$ cat src/rtl/double_ended_queue_core_assert.svh
// Assertion macros for the double-ended queue core.
// Used by the top level; expects signals clk and rst_n in scope.
`ifndef DOUBLE_ENDED_QUEUE_CORE_ASSERT_SVH
`define DOUBLE_ENDED_QUEUE_CORE_ASSERT_SVH

// Check a consequence in the same cycle as its cause
`define DQ_CHECK_SAME(lbl, ante, cons, msg) \
  lbl: assert property (@(posedge clk) disable iff (!rst_n) (ante) |-> (cons)) \
    else $error(msg);

// Check a consequence in the cycle after its cause
`define DQ_CHECK_NEXT(lbl, ante, cons, msg) \
  lbl: assert property (@(posedge clk) disable iff (!rst_n) (ante) |=> (cons)) \
    else $error(msg);

`endif

$ cat src/rtl/dq_pkg.sv
// Shared types and constants of the double-ended queue core.
// No dependencies; every other file but the assertion header imports it.
`default_nettype none

package dq_pkg;

  localparam int DQ_DEPTH_DEF  = 16;
  localparam int DQ_DATA_W     = 32;
  localparam int DQ_MODE_W     = 3;
  localparam int DQ_STATUS_W   = 2;
  localparam int DQ_CMDQ_DEPTH = 2;
  localparam int DQ_CMDQ_PTR_W = $clog2(DQ_CMDQ_DEPTH);

  // Operation codes carried in the mode field
  typedef enum logic [DQ_MODE_W-1:0] {
    MODE_PUSH_BACK  = 3'd0,
    MODE_PUSH_FRONT = 3'd1,
    MODE_POP_BACK   = 3'd2,
    MODE_POP_FRONT  = 3'd3,
    MODE_LIST       = 3'd4
  } mode_t;

  // Result status codes
  typedef enum logic [DQ_STATUS_W-1:0] {
    ST_OK    = 2'd0,
    ST_EMPTY = 2'd1,
    ST_FULL  = 2'd2
  } status_t;

  // Back end sequencer states
  typedef enum logic {
    BK_IDLE = 1'b0,
    BK_READ = 1'b1
  } back_state_t;

  typedef struct packed {
    mode_t                        mode;
    logic signed [DQ_DATA_W-1:0]  value;
  } cmd_t;

  // Command plus its valid flag, between front, queue and back
  typedef struct packed {
    logic valid;
    cmd_t cmd;
  } cmd_req_t;

endpackage

`default_nettype wire

$ cat src/rtl/dq_if.sv
// Channel interfaces of the double-ended queue core: item input and result output.
// Depends on dq_pkg for field widths.
`default_nettype none

interface dq_in_if import dq_pkg::*; ();
  logic                        valid;
  logic                        ready;
  logic [DQ_MODE_W-1:0]        mode;
  logic signed [DQ_DATA_W-1:0] item_value;

  modport source (output valid, output mode, output item_value, input ready);
  modport sink   (input valid, input mode, input item_value, output ready);
endinterface

interface dq_out_if import dq_pkg::*; ();
  logic                        valid;
  logic                        ready;
  logic signed [DQ_DATA_W-1:0] out_value;
  logic [DQ_STATUS_W-1:0]      status;
  logic                        last_of_run;

  modport source (output valid, output out_value, output status, output last_of_run,
                  input ready);
  modport sink   (input valid, input out_value, input status, input last_of_run,
                  output ready);
endinterface

`default_nettype wire

$ cat src/rtl/double_ended_queue_core.sv
// Double-ended queue core, top level.
// Channels: in_ch carries one operation per beat (mode, item_value); out_ch carries
// result beats (out_value, status, last_of_run), both valid/ready handshakes.
// Modes: push back, push front, pop back, pop front, list. Other mode codes are
// accepted and dropped without a result.
// A push result or an empty status is loaded into the result register when the back
// end takes the command; a popped entry follows its registered slot read. A list
// streams one entry per cycle while the receiver is ready, front to back, with
// last_of_run on the final one; an empty queue gives a single empty beat. The back
// end runs one operation at a time through a single registered slot read port.
// A two-entry command queue sits between decode and execution, so input beats are
// taken while a result waits. When the receiver stalls, the result register holds,
// the back end halts and in_ch.ready drops once the command queue fills.
// Reset (rst_n low, synchronous) empties the queue; slot contents are not cleared.
`default_nettype none
`include "double_ended_queue_core_assert.svh"

module double_ended_queue_core import dq_pkg::*; #(
  parameter int DEPTH = DQ_DEPTH_DEF
) (
  input  logic      clk,
  input  logic      rst_n,
  dq_in_if.sink     in_ch,
  dq_out_if.source  out_ch
);

  localparam int CNT_W = $clog2(DEPTH + 1);

  cmd_req_t          cmdq_wr;
  cmd_req_t          cmdq_rd;
  logic              cmdq_full;
  logic              cmdq_pop;
  logic [CNT_W-1:0]  entry_count;

  // Decode incoming beats
  dq_front u_front (
    .in_ch     (in_ch),
    .cmdq_full (cmdq_full),
    .cmdq_wr   (cmdq_wr)
  );

  // Decouple decode from execution
  dq_cmd_fifo u_cmdq (
    .clk   (clk),
    .rst_n (rst_n),
    .wr    (cmdq_wr),
    .full  (cmdq_full),
    .rd    (cmdq_rd),
    .pop   (cmdq_pop)
  );

  // Execute operations on the ring
  dq_back #(
    .DEPTH (DEPTH)
  ) u_back (
    .clk         (clk),
    .rst_n       (rst_n),
    .cmd         (cmdq_rd),
    .cmd_pop     (cmdq_pop),
    .out_ch      (out_ch),
    .entry_count (entry_count)
  );

  // Internal consistency checks
  `DQ_CHECK_SAME(a_count_bound, 1'b1, entry_count <= CNT_W'(DEPTH), "entry count above depth")
  `DQ_CHECK_SAME(a_cmdq_no_overflow, cmdq_wr.valid, !cmdq_full, "write into full command queue")
  `DQ_CHECK_SAME(a_pop_needs_cmd, cmdq_pop, cmdq_rd.valid, "back end took a missing command")
  `DQ_CHECK_NEXT(a_cmdq_fill, cmdq_wr.valid && !cmdq_rd.valid, cmdq_rd.valid, "command lost")

endmodule

`default_nettype wire

$ cat src/rtl/dq_front.sv
// Front end: accepts input beats, decodes the mode and drops unused codes.
// Depends on dq_pkg and dq_in_if; feeds dq_cmd_fifo.
`default_nettype none

module dq_front import dq_pkg::*; (
  dq_in_if.sink     in_ch,
  input  logic      cmdq_full,
  output cmd_req_t  cmdq_wr
);

  logic mode_ok;

  // Recognize the five defined operations
  always_comb begin
    mode_ok = (in_ch.mode == MODE_PUSH_BACK)  || (in_ch.mode == MODE_PUSH_FRONT) ||
              (in_ch.mode == MODE_POP_BACK)   || (in_ch.mode == MODE_POP_FRONT)  ||
              (in_ch.mode == MODE_LIST);
  end

  // Accept while the command queue has room; unused codes are swallowed
  assign in_ch.ready         = !cmdq_full;
  assign cmdq_wr.valid       = in_ch.valid && !cmdq_full && mode_ok;
  assign cmdq_wr.cmd.mode    = mode_t'(in_ch.mode);
  assign cmdq_wr.cmd.value   = in_ch.item_value;

endmodule

`default_nettype wire

$ cat src/rtl/dq_cmd_fifo.sv
// Short command queue between the front end and the back end.
// Depends on dq_pkg.
`default_nettype none

module dq_cmd_fifo import dq_pkg::*; (
  input  logic     clk,
  input  logic     rst_n,
  input  cmd_req_t wr,
  output logic     full,
  output cmd_req_t rd,
  input  logic     pop
);

  localparam logic [DQ_CMDQ_PTR_W-1:0] PTR_LAST = DQ_CMDQ_PTR_W'(DQ_CMDQ_DEPTH - 1);
  localparam int CNT_W = $clog2(DQ_CMDQ_DEPTH + 1);

  cmd_t                     entry_r [DQ_CMDQ_DEPTH];
  logic [DQ_CMDQ_PTR_W-1:0] wr_ptr_r, wr_ptr_nxt;
  logic [DQ_CMDQ_PTR_W-1:0] rd_ptr_r, rd_ptr_nxt;
  logic [CNT_W-1:0]         cnt_r, cnt_nxt;
  logic                     do_wr, do_rd;

  assign full    = (cnt_r == CNT_W'(DQ_CMDQ_DEPTH));
  assign rd.valid = (cnt_r != '0);
  assign rd.cmd   = entry_r[rd_ptr_r];
  assign do_wr   = wr.valid && !full;
  assign do_rd   = pop && rd.valid;

  // Advance pointers and occupancy
  always_comb begin
    wr_ptr_nxt = wr_ptr_r;
    rd_ptr_nxt = rd_ptr_r;
    cnt_nxt    = cnt_r;
    if (do_wr) begin
      wr_ptr_nxt = (wr_ptr_r == PTR_LAST) ? '0 : wr_ptr_r + 1'b1;
    end
    if (do_rd) begin
      rd_ptr_nxt = (rd_ptr_r == PTR_LAST) ? '0 : rd_ptr_r + 1'b1;
    end
    case ({do_wr, do_rd})
      2'b10:   cnt_nxt = cnt_r + 1'b1;
      2'b01:   cnt_nxt = cnt_r - 1'b1;
      default: cnt_nxt = cnt_r;
    endcase
  end

  always_ff @(posedge clk) begin
    if (!rst_n) begin
      wr_ptr_r <= '0;
      rd_ptr_r <= '0;
      cnt_r    <= '0;
    end else begin
      wr_ptr_r <= wr_ptr_nxt;
      rd_ptr_r <= rd_ptr_nxt;
      cnt_r    <= cnt_nxt;
    end
  end

  // Store the command payload
  always_ff @(posedge clk) begin
    if (do_wr) begin
      entry_r[wr_ptr_r] <= wr.cmd;
    end
  end

endmodule

`default_nettype wire

$ cat src/rtl/dq_back.sv
// Back end: ring storage, front index and entry count, list sequencer and result register.
// Depends on dq_pkg and dq_out_if; consumes commands from dq_cmd_fifo.
`default_nettype none

module dq_back import dq_pkg::*; #(
  parameter int DEPTH = DQ_DEPTH_DEF
) (
  input  logic                          clk,
  input  logic                          rst_n,
  input  cmd_req_t                      cmd,
  output logic                          cmd_pop,
  dq_out_if.source                      out_ch,
  output logic [$clog2(DEPTH+1)-1:0]    entry_count
);

  localparam int IW = $clog2(DEPTH);
  localparam int CW = $clog2(DEPTH + 1);
  localparam logic [IW:0]   DEPTH_X  = (IW+1)'(DEPTH);
  localparam logic [IW-1:0] IDX_LAST = IW'(DEPTH - 1);
  localparam logic [CW-1:0] CNT_FULL = CW'(DEPTH);

  // Ring slots
  logic signed [DQ_DATA_W-1:0] mem [DEPTH];
  logic signed [DQ_DATA_W-1:0] rd_data_r;

  back_state_t                 state_r, state_nxt;
  logic [IW-1:0]               front_r, front_nxt;
  logic [CW-1:0]               count_r, count_nxt;
  logic [CW-1:0]               issued_r, issued_nxt;
  logic                        single_r, single_nxt;

  logic                        out_valid_r, out_valid_nxt;
  logic signed [DQ_DATA_W-1:0] out_value_r;
  status_t                     out_status_r;
  logic                        out_last_r;

  logic                        wr_en, rd_en, load;
  logic [IW-1:0]               wr_addr, rd_addr;
  logic signed [DQ_DATA_W-1:0] ld_value;
  status_t                     ld_status;
  logic                        ld_last;
  logic                        out_free, is_full, is_empty;
  logic [IW-1:0]               front_inc, front_dec;
  logic [CW-1:0]               count_m1;

  // Wrap an offset from a ring index
  function automatic logic [IW-1:0] ring_add(input logic [IW-1:0] base,
                                             input logic [IW-1:0] off);
    logic [IW:0] s;
    s = {1'b0, base} + {1'b0, off};
    if (s >= DEPTH_X) begin
      s = s - DEPTH_X;
    end
    return s[IW-1:0];
  endfunction

  assign out_free    = !out_valid_r || out_ch.ready;
  assign is_full     = (count_r == CNT_FULL);
  assign is_empty    = (count_r == '0);
  assign front_inc   = (front_r == IDX_LAST) ? '0 : front_r + 1'b1;
  assign front_dec   = (front_r == '0) ? IDX_LAST : front_r - 1'b1;
  assign count_m1    = count_r - 1'b1;
  assign entry_count = count_r;

  // Next state, slot access and result load
  always_comb begin
    state_nxt  = state_r;
    front_nxt  = front_r;
    count_nxt  = count_r;
    issued_nxt = issued_r;
    single_nxt = single_r;
    cmd_pop    = 1'b0;
    wr_en      = 1'b0;
    wr_addr    = front_r;
    rd_en      = 1'b0;
    rd_addr    = front_r;
    load       = 1'b0;
    ld_value   = '0;
    ld_status  = ST_OK;
    ld_last    = 1'b1;
    case (state_r)
      BK_IDLE: begin
        if (cmd.valid && out_free) begin
          cmd_pop = 1'b1;
          case (cmd.cmd.mode)
            MODE_PUSH_BACK: begin
              load = 1'b1;
              if (is_full) begin
                ld_status = ST_FULL;
              end else begin
                wr_en     = 1'b1;
                wr_addr   = ring_add(front_r, count_r[IW-1:0]);
                count_nxt = count_r + 1'b1;
              end
            end
            MODE_PUSH_FRONT: begin
              load = 1'b1;
              if (is_full) begin
                ld_status = ST_FULL;
              end else begin
                wr_en     = 1'b1;
                wr_addr   = front_dec;
                front_nxt = front_dec;
                count_nxt = count_r + 1'b1;
              end
            end
            MODE_POP_BACK: begin
              if (is_empty) begin
                load      = 1'b1;
                ld_status = ST_EMPTY;
              end else begin
                rd_en      = 1'b1;
                rd_addr    = ring_add(front_r, count_m1[IW-1:0]);
                count_nxt  = count_m1;
                single_nxt = 1'b1;
                state_nxt  = BK_READ;
              end
            end
            MODE_POP_FRONT: begin
              if (is_empty) begin
                load      = 1'b1;
                ld_status = ST_EMPTY;
              end else begin
                rd_en      = 1'b1;
                rd_addr    = front_r;
                front_nxt  = front_inc;
                count_nxt  = count_m1;
                single_nxt = 1'b1;
                state_nxt  = BK_READ;
              end
            end
            MODE_LIST: begin
              if (is_empty) begin
                load      = 1'b1;
                ld_status = ST_EMPTY;
              end else begin
                rd_en      = 1'b1;
                rd_addr    = front_r;
                issued_nxt = CW'(1);
                single_nxt = 1'b0;
                state_nxt  = BK_READ;
              end
            end
            default: ;
          endcase
        end
      end
      BK_READ: begin
        // Hand the read beat over; fetch the next listed slot if any remain
        if (out_free) begin
          load     = 1'b1;
          ld_value = rd_data_r;
          ld_last  = single_r || (issued_r == count_r);
          if (ld_last) begin
            state_nxt = BK_IDLE;
          end else begin
            rd_en      = 1'b1;
            rd_addr    = ring_add(front_r, issued_r[IW-1:0]);
            issued_nxt = issued_r + 1'b1;
          end
        end
      end
      default: state_nxt = BK_IDLE;
    endcase
  end

  // Hold the result beat until taken
  always_comb begin
    if (load) begin
      out_valid_nxt = 1'b1;
    end else if (out_ch.ready) begin
      out_valid_nxt = 1'b0;
    end else begin
      out_valid_nxt = out_valid_r;
    end
  end

  always_ff @(posedge clk) begin
    if (!rst_n) begin
      state_r     <= BK_IDLE;
      front_r     <= '0;
      count_r     <= '0;
      issued_r    <= '0;
      single_r    <= 1'b0;
      out_valid_r <= 1'b0;
    end else begin
      state_r     <= state_nxt;
      front_r     <= front_nxt;
      count_r     <= count_nxt;
      issued_r    <= issued_nxt;
      single_r    <= single_nxt;
      out_valid_r <= out_valid_nxt;
    end
  end

  // Result payload
  always_ff @(posedge clk) begin
    if (load) begin
      out_value_r  <= ld_value;
      out_status_r <= ld_status;
      out_last_r   <= ld_last;
    end
  end

  // Slot write and registered slot read
  always_ff @(posedge clk) begin
    if (wr_en) begin
      mem[wr_addr] <= cmd.cmd.value;
    end
    if (rd_en) begin
      rd_data_r <= mem[rd_addr];
    end
  end

  assign out_ch.valid       = out_valid_r;
  assign out_ch.out_value   = out_value_r;
  assign out_ch.status      = out_status_r;
  assign out_ch.last_of_run = out_last_r;

endmodule

`default_nettype wire
$ cat src/flat_wrapper.sv
// flat-port wrapper written by rule: the top's interface ports become plain ports
module double_ended_queue_core_flat import dq_pkg::*;
#(
  parameter int DEPTH = DQ_DEPTH_DEF
)
  (clk, rst_n, in_ch_valid, in_ch_mode, in_ch_item_value, in_ch_ready, out_ch_valid, out_ch_out_value, out_ch_status, out_ch_last_of_run, out_ch_ready);
  dq_in_if in_ch_i ();
  dq_out_if out_ch_i ();
  input  logic clk;
  input  logic rst_n;
  input wire logic [$bits(in_ch_i.valid)-1:0] in_ch_valid;
  input wire logic [$bits(in_ch_i.mode)-1:0] in_ch_mode;
  input wire logic [$bits(in_ch_i.item_value)-1:0] in_ch_item_value;
  output wire logic [$bits(in_ch_i.ready)-1:0] in_ch_ready;
  output wire logic [$bits(out_ch_i.valid)-1:0] out_ch_valid;
  output wire logic [$bits(out_ch_i.out_value)-1:0] out_ch_out_value;
  output wire logic [$bits(out_ch_i.status)-1:0] out_ch_status;
  output wire logic [$bits(out_ch_i.last_of_run)-1:0] out_ch_last_of_run;
  input wire logic [$bits(out_ch_i.ready)-1:0] out_ch_ready;
  assign in_ch_i.valid = in_ch_valid;
  assign in_ch_i.mode = in_ch_mode;
  assign in_ch_i.item_value = in_ch_item_value;
  assign in_ch_ready = in_ch_i.ready;
  assign out_ch_valid = out_ch_i.valid;
  assign out_ch_out_value = out_ch_i.out_value;
  assign out_ch_status = out_ch_i.status;
  assign out_ch_last_of_run = out_ch_i.last_of_run;
  assign out_ch_i.ready = out_ch_ready;
  double_ended_queue_core #(.DEPTH(DEPTH)) u_core (.clk(clk), .rst_n(rst_n), .in_ch(in_ch_i), .out_ch(out_ch_i));
endmodule
$ cat config.mk
export PLATFORM = sky130hd
export DESIGN_NAME = double_ended_queue_core_flat
export DESIGN_NICKNAME = d
export VERILOG_FILES = /design/src/rtl/dq_pkg.sv /design/src/rtl/dq_if.sv /design/src/rtl/double_ended_queue_core.sv /design/src/rtl/dq_front.sv /design/src/rtl/dq_cmd_fifo.sv /design/src/rtl/dq_back.sv /design/src/flat_wrapper.sv
export VERILOG_INCLUDE_DIRS = /design/src /design/src/rtl
export SDC_FILE = /design/constraint.sdc
export NUM_CORES = 1
export LEC_CHECK = 0
export ABC_CLOCK_PERIOD_IN_PS = 11800
export BUFFER_PORTS_ARGS = -buffer_cell sky130_fd_sc_hd__buf_2
export CAP_MARGIN = 20
export CORE_UTILIZATION = 55
export DETAILED_ROUTE_END_ITERATION = 8
export PLACE_DENSITY = 0.82
export SLEW_MARGIN = 20
export SYNTH_ARGS = -nofsm -noshare
export SYNTH_HDL_FRONTEND = slang
export SYNTH_SLANG_ARGS = --single-unit
$ cat constraint.sdc
create_clock -name clk -period 11.8 [get_ports clk]
set_input_delay 2.36 -clock clk [delete_from_list [all_inputs] [get_ports clk]]
set_output_delay 2.36 -clock clk [all_outputs]
set_load 0.1 [all_outputs]
**Word level (Yosys, flattened, before mapping)**

Memories as Yosys holds them, arrays and structs flattened. A register that Yosys moved wholly into a read port is not among the register bits.
Cells that the tools add are included.

- Reduce and logical (&&, ||, !) cells: 32
- Bitwise logic cells: 2
- $lt $le $gt $ge: 3
- Multiplexer cells: 63
- Add/subtract/negate cells: 15
- Equality and inequality tests: 23

Operator list:

| operator | count |
|---|---|
| two-way mux 4 bit | 15 |
| two-way mux 5 bit | 7 |
| two-way mux 1 bit | 28 |
| one-hot mux 4 bit (2 select lines) | 3 |
| one-hot mux 5 bit (2 select lines) | 2 |
| subtractor 4 x 1 -> 4 bit (second input constant) | 4 |
| adder 4 x 4 -> 5 bit | 3 |
| >= comparator 5 bit (second input constant) | 3 |
| AND reduction 5 bit | 3 |
| inequality test 2 bit (second input constant) | 7 |
| == test 3 x 2 -> 1 bit (second input constant) | 4 |
| nonzero test 2 bit | 6 |
| adder 5 x 1 -> 5 bit (second input constant) | 2 |
| one-hot mux 1 bit (2 select lines) | 5 |
| one-hot mux 2 bit (2 select lines) | 2 |
| == test 3 x 1 -> 1 bit (second input constant) | 2 |
| == test 3 bit (second input constant) | 2 |
| logical NOT 3 bit | 2 |
| logical OR 1 bit | 6 |
| OR reduction 2 bit | 3 |
| == test 5 bit | 1 |
| == test 5 bit (second input constant) | 1 |
| logical AND 1 bit | 5 |
| logical NOT 5 bit | 1 |
| other kinds (16) | 21 |

- Bits in registers: 56
- Memories kept: 2
- Output and inout bits: 37
- Logic and storage cells: 152
- Bits in writable memories: 582

Memory list:

| memory | depth | bits a word | rd ports | clocked after Yosys merged registers in | write ports | RTL line | source |
|---|---|---|---|---|---|---|---|
| u_core.u_back.mem | 16 | 32 | 1 | 1 | 1 | dq_back.sv:23 | `logic signed [DQ_DATA_W-1:0] mem [DEPTH];` |
| u_core.u_cmdq.entry_r | 2 | 35 | 1 | 1 | 1 | dq_cmd_fifo.sv:17 | `cmd_t entry_r [DQ_CMDQ_DEPTH];` |

**Depth between registers and ports, before layout**

Gate-level depths: netlist (run 1).

- Depth after elaboration: 9
- Mapped depth: 13

**By module**

A second synthesis (run 1) with hierarchy kept.

- Cell total of the unflattened synthesis: 1,868
- Area, all modules: 26,814.5 um^2

Modules (own cells, without submodules):

| module | instances | cells each | seq. area each (um^2) | area each (um^2) |
|---|---|---|---|---|
| dq_back | 1 | 1,695 | 17,727.0 | 23,781.6 |
| dq_cmd_fifo | 1 | 135 | 2,202.1 | 2,755.1 |
| dq_front | 1 | 38 | 0.0 | 277.8 |

**Least setup slack after synthesis (run 1)**

OpenSTA, ideal clock, no wires.

- Kind: in2reg
- Start point: input out_ch_ready
- End point: memory u_core.u_back.mem[7][0] (enable)
- Path slack: 6.383 ns
- Required time: 11.379 ns
- Arrival time: 4.996 ns
- Cell stages on the path: 9
- Cell sequence: nand2b_1 -> clkbuf_1 -> and2_1 -> clkbuf_1 -> nand3_1 -> nor2_1 -> o22a_1 -> nand2_1 -> nor2_1

- Cells in the longest elaborated chain, start to end: 6

Ends and longest elaborated chain:

| item | RTL line | source |
|---|---|---|
| from (decl) | flat_wrapper.sv:19 | `input wire logic [$bits(out_ch_i.ready)-1:0] out_ch_ready;` |
| logical OR 1 bit (*) | dq_back.sv:57 | `assign out_free = !out_valid_r \|\| out_ch.ready;` |
| logical AND 1 bit (*) | dq_back.sv:83 | `if (cmd.valid && out_free) begin` |
| two-way mux 1 bit | dq_back.sv:83 |  |
| two-way mux 1 bit | dq_back.sv:81 | `case (state_r)` |
| two-way mux 1 bit | dq_back.sv:207 | `if (wr_en) begin` |
| two-way mux 1 bit (not written as such) | dq_back.sv:208 | `mem[wr_addr] <= cmd.cmd.value;` |
| to (decl) | dq_back.sv:23 |  |

Mark *: on every way between the ends. The rest lies on a longest branch, timed or not.

**Worst setup path in the final report (run 1)**

- Start point: input out_ch_ready
- End point: register u_core.u_back.rd_data_r[27], read port of u_core.u_back.mem (data pin)

- Cells in the longest elaborated chain, start to end: 4

Ends and longest elaborated chain:

| item | RTL line | source |
|---|---|---|
| logical OR 1 bit (*) | dq_back.sv:57 |  |
| logical AND 1 bit | dq_back.sv:83 |  |
| two-way mux 4 bit / two-way mux 1 bit (equally long branches) | dq_back.sv:83 |  |
| one-hot mux 4 bit (2 select lines) / one-hot mux 1 bit (2 select lines) (equally long branches) | dq_back.sv:81 |  |
| to (decl) | dq_back.sv:24 | `logic signed [DQ_DATA_W-1:0] rd_data_r;` |

Marked as above.
A chain may end at the register's enable or synchronous reset.

==> run_results.csv, run 1 <==
group,metric,value,unit
clock_tree,h-tree-depth,2,
global_route,antenna_found_initial,1,
synthesis,synth_edf_count,649,
clock_tree,post_cts_buffers,0,
routing,drtAntennaViolNets,0,
global_route,grtUsageMet1,0.323,
setup_path,critical_path_required,12.26,ns
sta,setup_viol_count_final,0,
sta,maxSlewViolCount,0,
setup_path,end_kind,"register",
global_route,overflow,0,
sta,holdWs,0.510,ns
run,cap_violations,0,
pwr,p_total,0.00647,W
setup_path,critical_path_class,"primary input to register",
clock_tree,cts_sinks,671,
synthesis,seq_area_frac_synth,0.749,
sta,worst_slack,5.98,ns
routing,avgRoutedWirePerCell,24.3,um
synthesis,synthTopCellsByArea,"edfxtp_1 73%, a21oi_1 5.0%, nand2_1 4.0%",
cells_and_area,fin_util,0.619,
clock_tree,cts_resized,0,
clock_tree,clkLatencyLatePin,0.62,ns
clock_tree,clk_pin_slew,0.06,ns
clock_tree,root_buffer,"clkbuf_16",
global_route,grt_pass1_vias,16300,
placement,gp_congestion,0.846,
floorplanning,fp.dieW,222,um
sta,maxClockFrequency,172,MHz
cells_and_area,drive_gt1_frac,0.140,
setup_path,r2r_cells,9,
setup_path,reg2reg_to,"u_core.u_back.rd_data_r[27]",
pwr,p_per_area,219,nW/um2
sta,min_period_over_period,0.493,
floorplanning,fp.dieArea,49300,um2
synthesis,ys_async_sr_fraction,0,
setup_path,r2r_start,"u_core.u_back.state_r",
sta,min_period,5.82,ns
floorplanning,placementRows,80,
sta,slew-limit-headroom,0.176,
synthesis,yosysTopAreaCell,"edfxtp_1",
cells_and_area,n_antenna_cell,0,
placement,dpl_worst_slack,5.39,ns
cells_and_area,multi_input_area,6240,um2
setup_path,crit_path_start,"out_ch_ready",
setup_path,r2r_slack,6.92,ns
routing,num_vias,16400,
setup_path,worstSetupStartpointType,"primary input",
clock_tree,cts_inserted_buffers,61,
synthesis,ys_types,62,
synthesis,synth_seq_cells,671,
cells_and_area,seqCellArea,19900,um2
routing,drt_pass1_iterations,7,
floorplanning,pin_count,76,
synthesis,syn_inst,1841,
synthesis,synth_top_cell_area_share,0.732,
pwr,peakVddDrop,0.130,mV
synthesis,syn-cell-area,26600,um2
hold_path,min_path_type,"register to register",
global_route,grt_use_met3,0.0435,
sta,worst_pin_slew,1.24,ns
sta,hold_viol,0,
global_route,grtUsageMet2,0.416,
floorplanning,die_y,222,um
floorplanning,initial_core_util,0.557,
clock_tree,tritoncts,"built",
routing,drc_errors,0,
clock_tree,cts_max_path_buffers,3,
sta,rsz0062_at_grt,"no",
routing,routed_via_density,6.41,
cells_and_area,fillers,3212,
global_route,grt_max_degree,224,
setup_path,critPathMaxFanout,88,
synthesis,synth_area_per_cell,14.5,um2
outcome,status,"finished, final reports clean",
setup_path,cp.arrival,6.28,ns
global_route,top_usage_layer,"met2",
routing,drt_iter0_drc,2109,
pwr,p_leak,10.5,nW
synthesis,yosys_warnings,0,
floorplanning,fp.coreArea,47700,um2
placement,dp_hpwl,31200,um
cells_and_area,fin_nets,1950,
synthesis,syn_nets,1899,
sta,finalSetupTns,0,ns
clock_tree,cts_hold_buf,0,
global_route,grt_use_total,0.251,
synthesis,synthFlopType,"edfxtp_1",
cells_and_area,syn2layout_area_growth,10.9,%
global_route,grt_pass1_wl,93300,um
routing,wl,62000,um
placement,io_buffer_count,75,
sta,skew,0.0149,ns
setup_path,endpoint,"u_core.u_back.rd_data_r[27]",
-- per-stage QoR --
stage / instances / cell area, um2
finish: 2555 / 29500
global route: 2555 / 29500
CTS: 2555 / 29500
detailed placement: 2444 / 27600
global placement: 2444 / 27600
floorplan: 1841 / 26600
-- worst max-delay path, stage by stage --
cell	delay [ns]
buf_2	0.09
nand2b_1	0.09
buf_4	0.40
nand3_1	0.24
o31ai_1	0.52
o211a_4	0.88
buf_4	0.92
a21oi_1	0.20
a22oi_1	0.27
a22oi_1	0.11
o211ai_1	0.11
-- cells in the final DEF, fill, tap and decap left out, drive strengths merged, types with 16 or more instances in the layout --
cell type,instances
xnor2,16
edfxtp,649
clkinv,23
nand2,286
a22oi,130
a22o,32
nand3,42
mux2,34
nor2,50
o211ai,34
buf,109
a21oi,278
o21ai,16
ha,16
clkbuf,78
and3,35
dfxtp,22
-- metal layers --
layer	up-vias	wire [um]
met5	-	8
met2	1038	30600
met1	8018	23200
met4	2	2520
met3	203	5670
li1	7115	-
-- how the worst min path moves through the flow --
stage	slack (ns)	end	from	cells past startpoint
floorplan	0.45	u_core.u_back.issued_r[4]	u_core.u_back.issued_r[4]	2
global placement	0.47	u_core.u_back.issued_r[4]	u_core.u_back.issued_r[4]	2
detailed placement	0.50	u_core.u_back.issued_r[4]	u_core.u_back.issued_r[4]	2
CTS	0.51	u_core.u_back.issued_r[4]	u_core.u_back.issued_r[4]	2
global route	0.55	u_core.u_cmdq.cnt_r[1]	u_core.u_cmdq.cnt_r[1]	2
finish	0.51	u_core.u_back.issued_r[4]	u_core.u_back.issued_r[4]	2
-- cell type report --
type                            count  share of cell area
Clock buffer                       78              0.0553
Sequential cell                   671               0.675
Tap cell                          615              0.0261
Multi-Input combinational cell   1037               0.211
Inverter                           12             0.00153
Timing Repair Buffer              109              0.0218
Clock inverter                     33             0.00907
-- kinds of logic after synthesis --
family	count (synthesis)	share of synthesized area
adder cells (fa/ha/maj)	19	0.00978
AO/OA/AOI/OAI	520	0.123
flip-flops	671	0.749
buffers and inverters	133	0.0245
multiplexers	36	0.0157
XOR/XNOR	22	0.00752
AND/OR/NAND/NOR	440	0.0708
-- state kept, by name, summed over array words and instances, names as in the netlist, named ones only --
signal and flops:
u_core.u_back.single_r 1, u_core.u_cmdq.entry_r 70, u_core.u_back.out_ch.status 2, u_core.u_cmdq.cnt_r 2
u_core.u_back.state_r 1, u_core.u_back.out_ch.valid 1, u_core.u_back.issued_r 5, u_core.u_back.rd_data_r 32
u_core.u_back.entry_count 5, u_core.u_cmdq.rd_ptr_r 1, u_core.u_back.out_ch.out_value 32, u_core.u_back.mem 512
u_core.u_back.front_r 4, u_core.u_back.out_ch.last_of_run 1, u_core.u_cmdq.wr_ptr_r 1
-- cell usage after synthesis, drive strengths merged, types with 2 or more instances --
cell      n
nor4b     3
or4       2
a31oi     3
mux2i     2
ha       16
nand2   286
mux2     34
a22o     32
xnor2    16
edfxtp  649
clkbuf   50
xor2      6
a21oi   278
fa        3
a22oi   130
nor4      2
buf      71
o21ai    16
nand3    42
o31ai     2
o22ai     4
dfxtp    22
o211a     3
or3       5
nand2b    4
a211oi    3
a21o      3
nor2     50
inv      12
o211ai   34
and2      4
nor2b     3
and3     35
-- where the power goes --
part	leakage [nW]	internal (W)	total, W	switching (W)
combinational	3.52	0.000415	0.00158	0.00117
clock	0.913	0.00106	0.00190	0.000841
sequential	6.05	0.00292	0.00298	0.0000552
total	10.5	0.00440	0.00647	0.00207
(Power assumes the default switching activity.)
==> run 2: changes to the inputs <==
- ABC_CLOCK_PERIOD_IN_PS: 11800 -> 5900
- clock period: 11.8 -> 5.9 ns (I/O delays scaled with it)
==> run_results.csv, run 2 (synthesis results as in run 1) <==
group,metric,value,unit
global_route,grt_pass1_wl,95200,um
sta,min_period,4.50,ns
sta,min_period_over_period,0.764,
sta,skew,0.0232,ns
pwr,p_sw_frac,0.314,
global_route,grt_max_degree,162,
routing,drt_pass1_iterations,6,
sta,setup_viol_count_final,0,
cells_and_area,regMostFlops,"u_core.u_back.mem",
hold_path,min_path_type,"register to register",
clock_tree,cts_hold_buf,0,
cells_and_area,fin_nets,1967,
clock_tree,root_buffer,"clkbuf_16",
pwr,p_total,0.0134,W
sta,worst_pin_slew,1.11,ns
routing,drt_iter0_drc,1871,
routing,routed_via_density,6.48,
clock_tree,cts_sinks,671,
clock_tree,cts_resized,0,
setup_path,worstSetupStartpointType,"register",
placement,gp_congestion,0.847,
cells_and_area,largest_register_ffs,512,
sta,worst_slack,1.40,ns
pwr,netSwitchingPower,0.00420,W
sta,slew-limit-headroom,0.261,
floorplanning,initial_core_util,0.557,
setup_path,critical_path_class,"register to register",
cells_and_area,syn2layout_area_growth,12.6,%
sta,maxClockFrequency,222,MHz
routing,num_vias,16700,
clock_tree,clkLatencyLatePin,0.58,ns
global_route,grt_pass1_vias,16400,
setup_path,critical_path_required,6.18,ns
sta,rsz0062_at_grt,"no",
clock_tree,tritoncts,"built",
routing,wl,63600,um
cells_and_area,drive_gt1_frac,0.149,
placement,dp_hpwl,34500,um
cells_and_area,fin_util,0.628,
setup_path,end_kind,"register",
setup_path,critPathMaxFanout,20,
cells_and_area,multi_input_area,6240,um2
cells_and_area,final_cell_mix,"649 x edfxtp_1, 284 x nand2_1, 268 x a21oi_1",
routing,drtAntennaViolNets,0,
placement,dpl_worst_slack,1.19,ns
cells_and_area,final_common_cell,"edfxtp_1",
cells_and_area,fillers,3126,
cells_and_area,reg.largest.list,"u_core.u_back.mem x512, u_core.u_cmdq.entry_r x70",
clock_tree,h-tree-depth,3,
global_route,grt_use_total,0.257,
cells_and_area,n_antenna_cell,0,
global_route,antenna_found_initial,0,
routing,drc_errors,0,
placement,io_buffer_count,75,
pwr,p_clk_frac,0.313,
pwr,peakVddDrop,0.280,mV
clock_tree,cts_max_path_buffers,3,
pwr,intPower,0.00918,W
clock_tree,cts_inserted_buffers,66,
pwr,p_per_area,446,nW/um2
floorplanning,fp.coreArea,47700,um2
floorplanning,placementRows,80,
pwr,power_frac_seq,0.447,
clock_tree,post_cts_buffers,0,
clock_tree,clk_pin_slew,0.06,ns
cells_and_area,seqCellArea,19900,um2
outcome,status,"finished, final reports clean",
sta,finalSetupTns,0,ns
floorplanning,pin_count,76,
global_route,overflow,0,
floorplanning,fp.dieArea,49300,um2
sta,maxSlewViolCount,0,
run,cap_violations,0,
floorplanning,die_y,222,um
routing,avgRoutedWirePerCell,24.8,um
pwr,p_leak,10.7,nW
sta,holdWs,0.512,ns
pwr,power_frac_comb,0.240,
setup_path,cp.arrival,4.78,ns
sta,hold_viol,0,
floorplanning,fp.dieW,222,um
## run 2: layout make-up
| type | instances | share of cell area |
|---|---|---|
| sequential | 671 | 0.665 |
| multi-input combinational | 1037 | 0.208 |
| clock buffer | 83 | 0.0600 |
| timing repair buffer | 121 | 0.0285 |
| tap | 615 | 0.0257 |
| clock inverter | 32 | 0.0114 |
| inverter | 12 | 0.00150 |
## run 2: final timing paths
kind	start	end	slack (ns)	cells after the start
setup reg to reg	register	u_core.u_back.mem[12][20]	1.40	9
hold / removal	u_core.u_cmdq.cnt_r[1]	u_core.u_cmdq.cnt_r[1]	0.51	2
hold reg to reg	u_core.u_cmdq.cnt_r[1]	u_core.u_cmdq.cnt_r[1]	0.51	2
setup / recovery	register	u_core.u_back.mem[12][20]	1.40	9
## run 2: power groups by stage
stage / Clock, W / Combinational [W] / Sequential (W)
after floorplan: 0 / 0.00182 / 0.00657
after global placement: 0 / 0.00302 / 0.00607
after detailed placement: 0 / 0.00314 / 0.00608
after CTS: 0.00421 / 0.00317 / 0.00598
after global routing: 0.00438 / 0.00343 / 0.00600
final: 0.00418 / 0.00322 / 0.00598
## run 2: per-layer routing
layer / up-vias / wire length, um / track usage
met1: 8254 / 23400 / 0.327
met3: 183 / 5930 / 0.0400
met4: 0 / 2630 / 0.131
met2: 1067 / 31700 / 0.430
met5: - / 0 / 0
li1: 7156 / - / -
## run 2: worst max-delay path: stages (launching register included)
cell,delay (ns)
dfxtp_2,0.79
buf_4,0.43
nor2b_1,0.08
a211oi_1,0.58
nand3_1,0.32
nor2_1,0.22
o22a_1,0.21
nand2b_1,0.25
nor2_4,0.94
buf_4,0.36
## run 2: through the flow
stage | instance area [um2] | std cells
finish | 30000 | 2571
floorplan | 26600 | 1841
detailed placement | 27800 | 2454
global placement | 27800 | 2453
CTS | 29900 | 2569
global route | 30000 | 2571
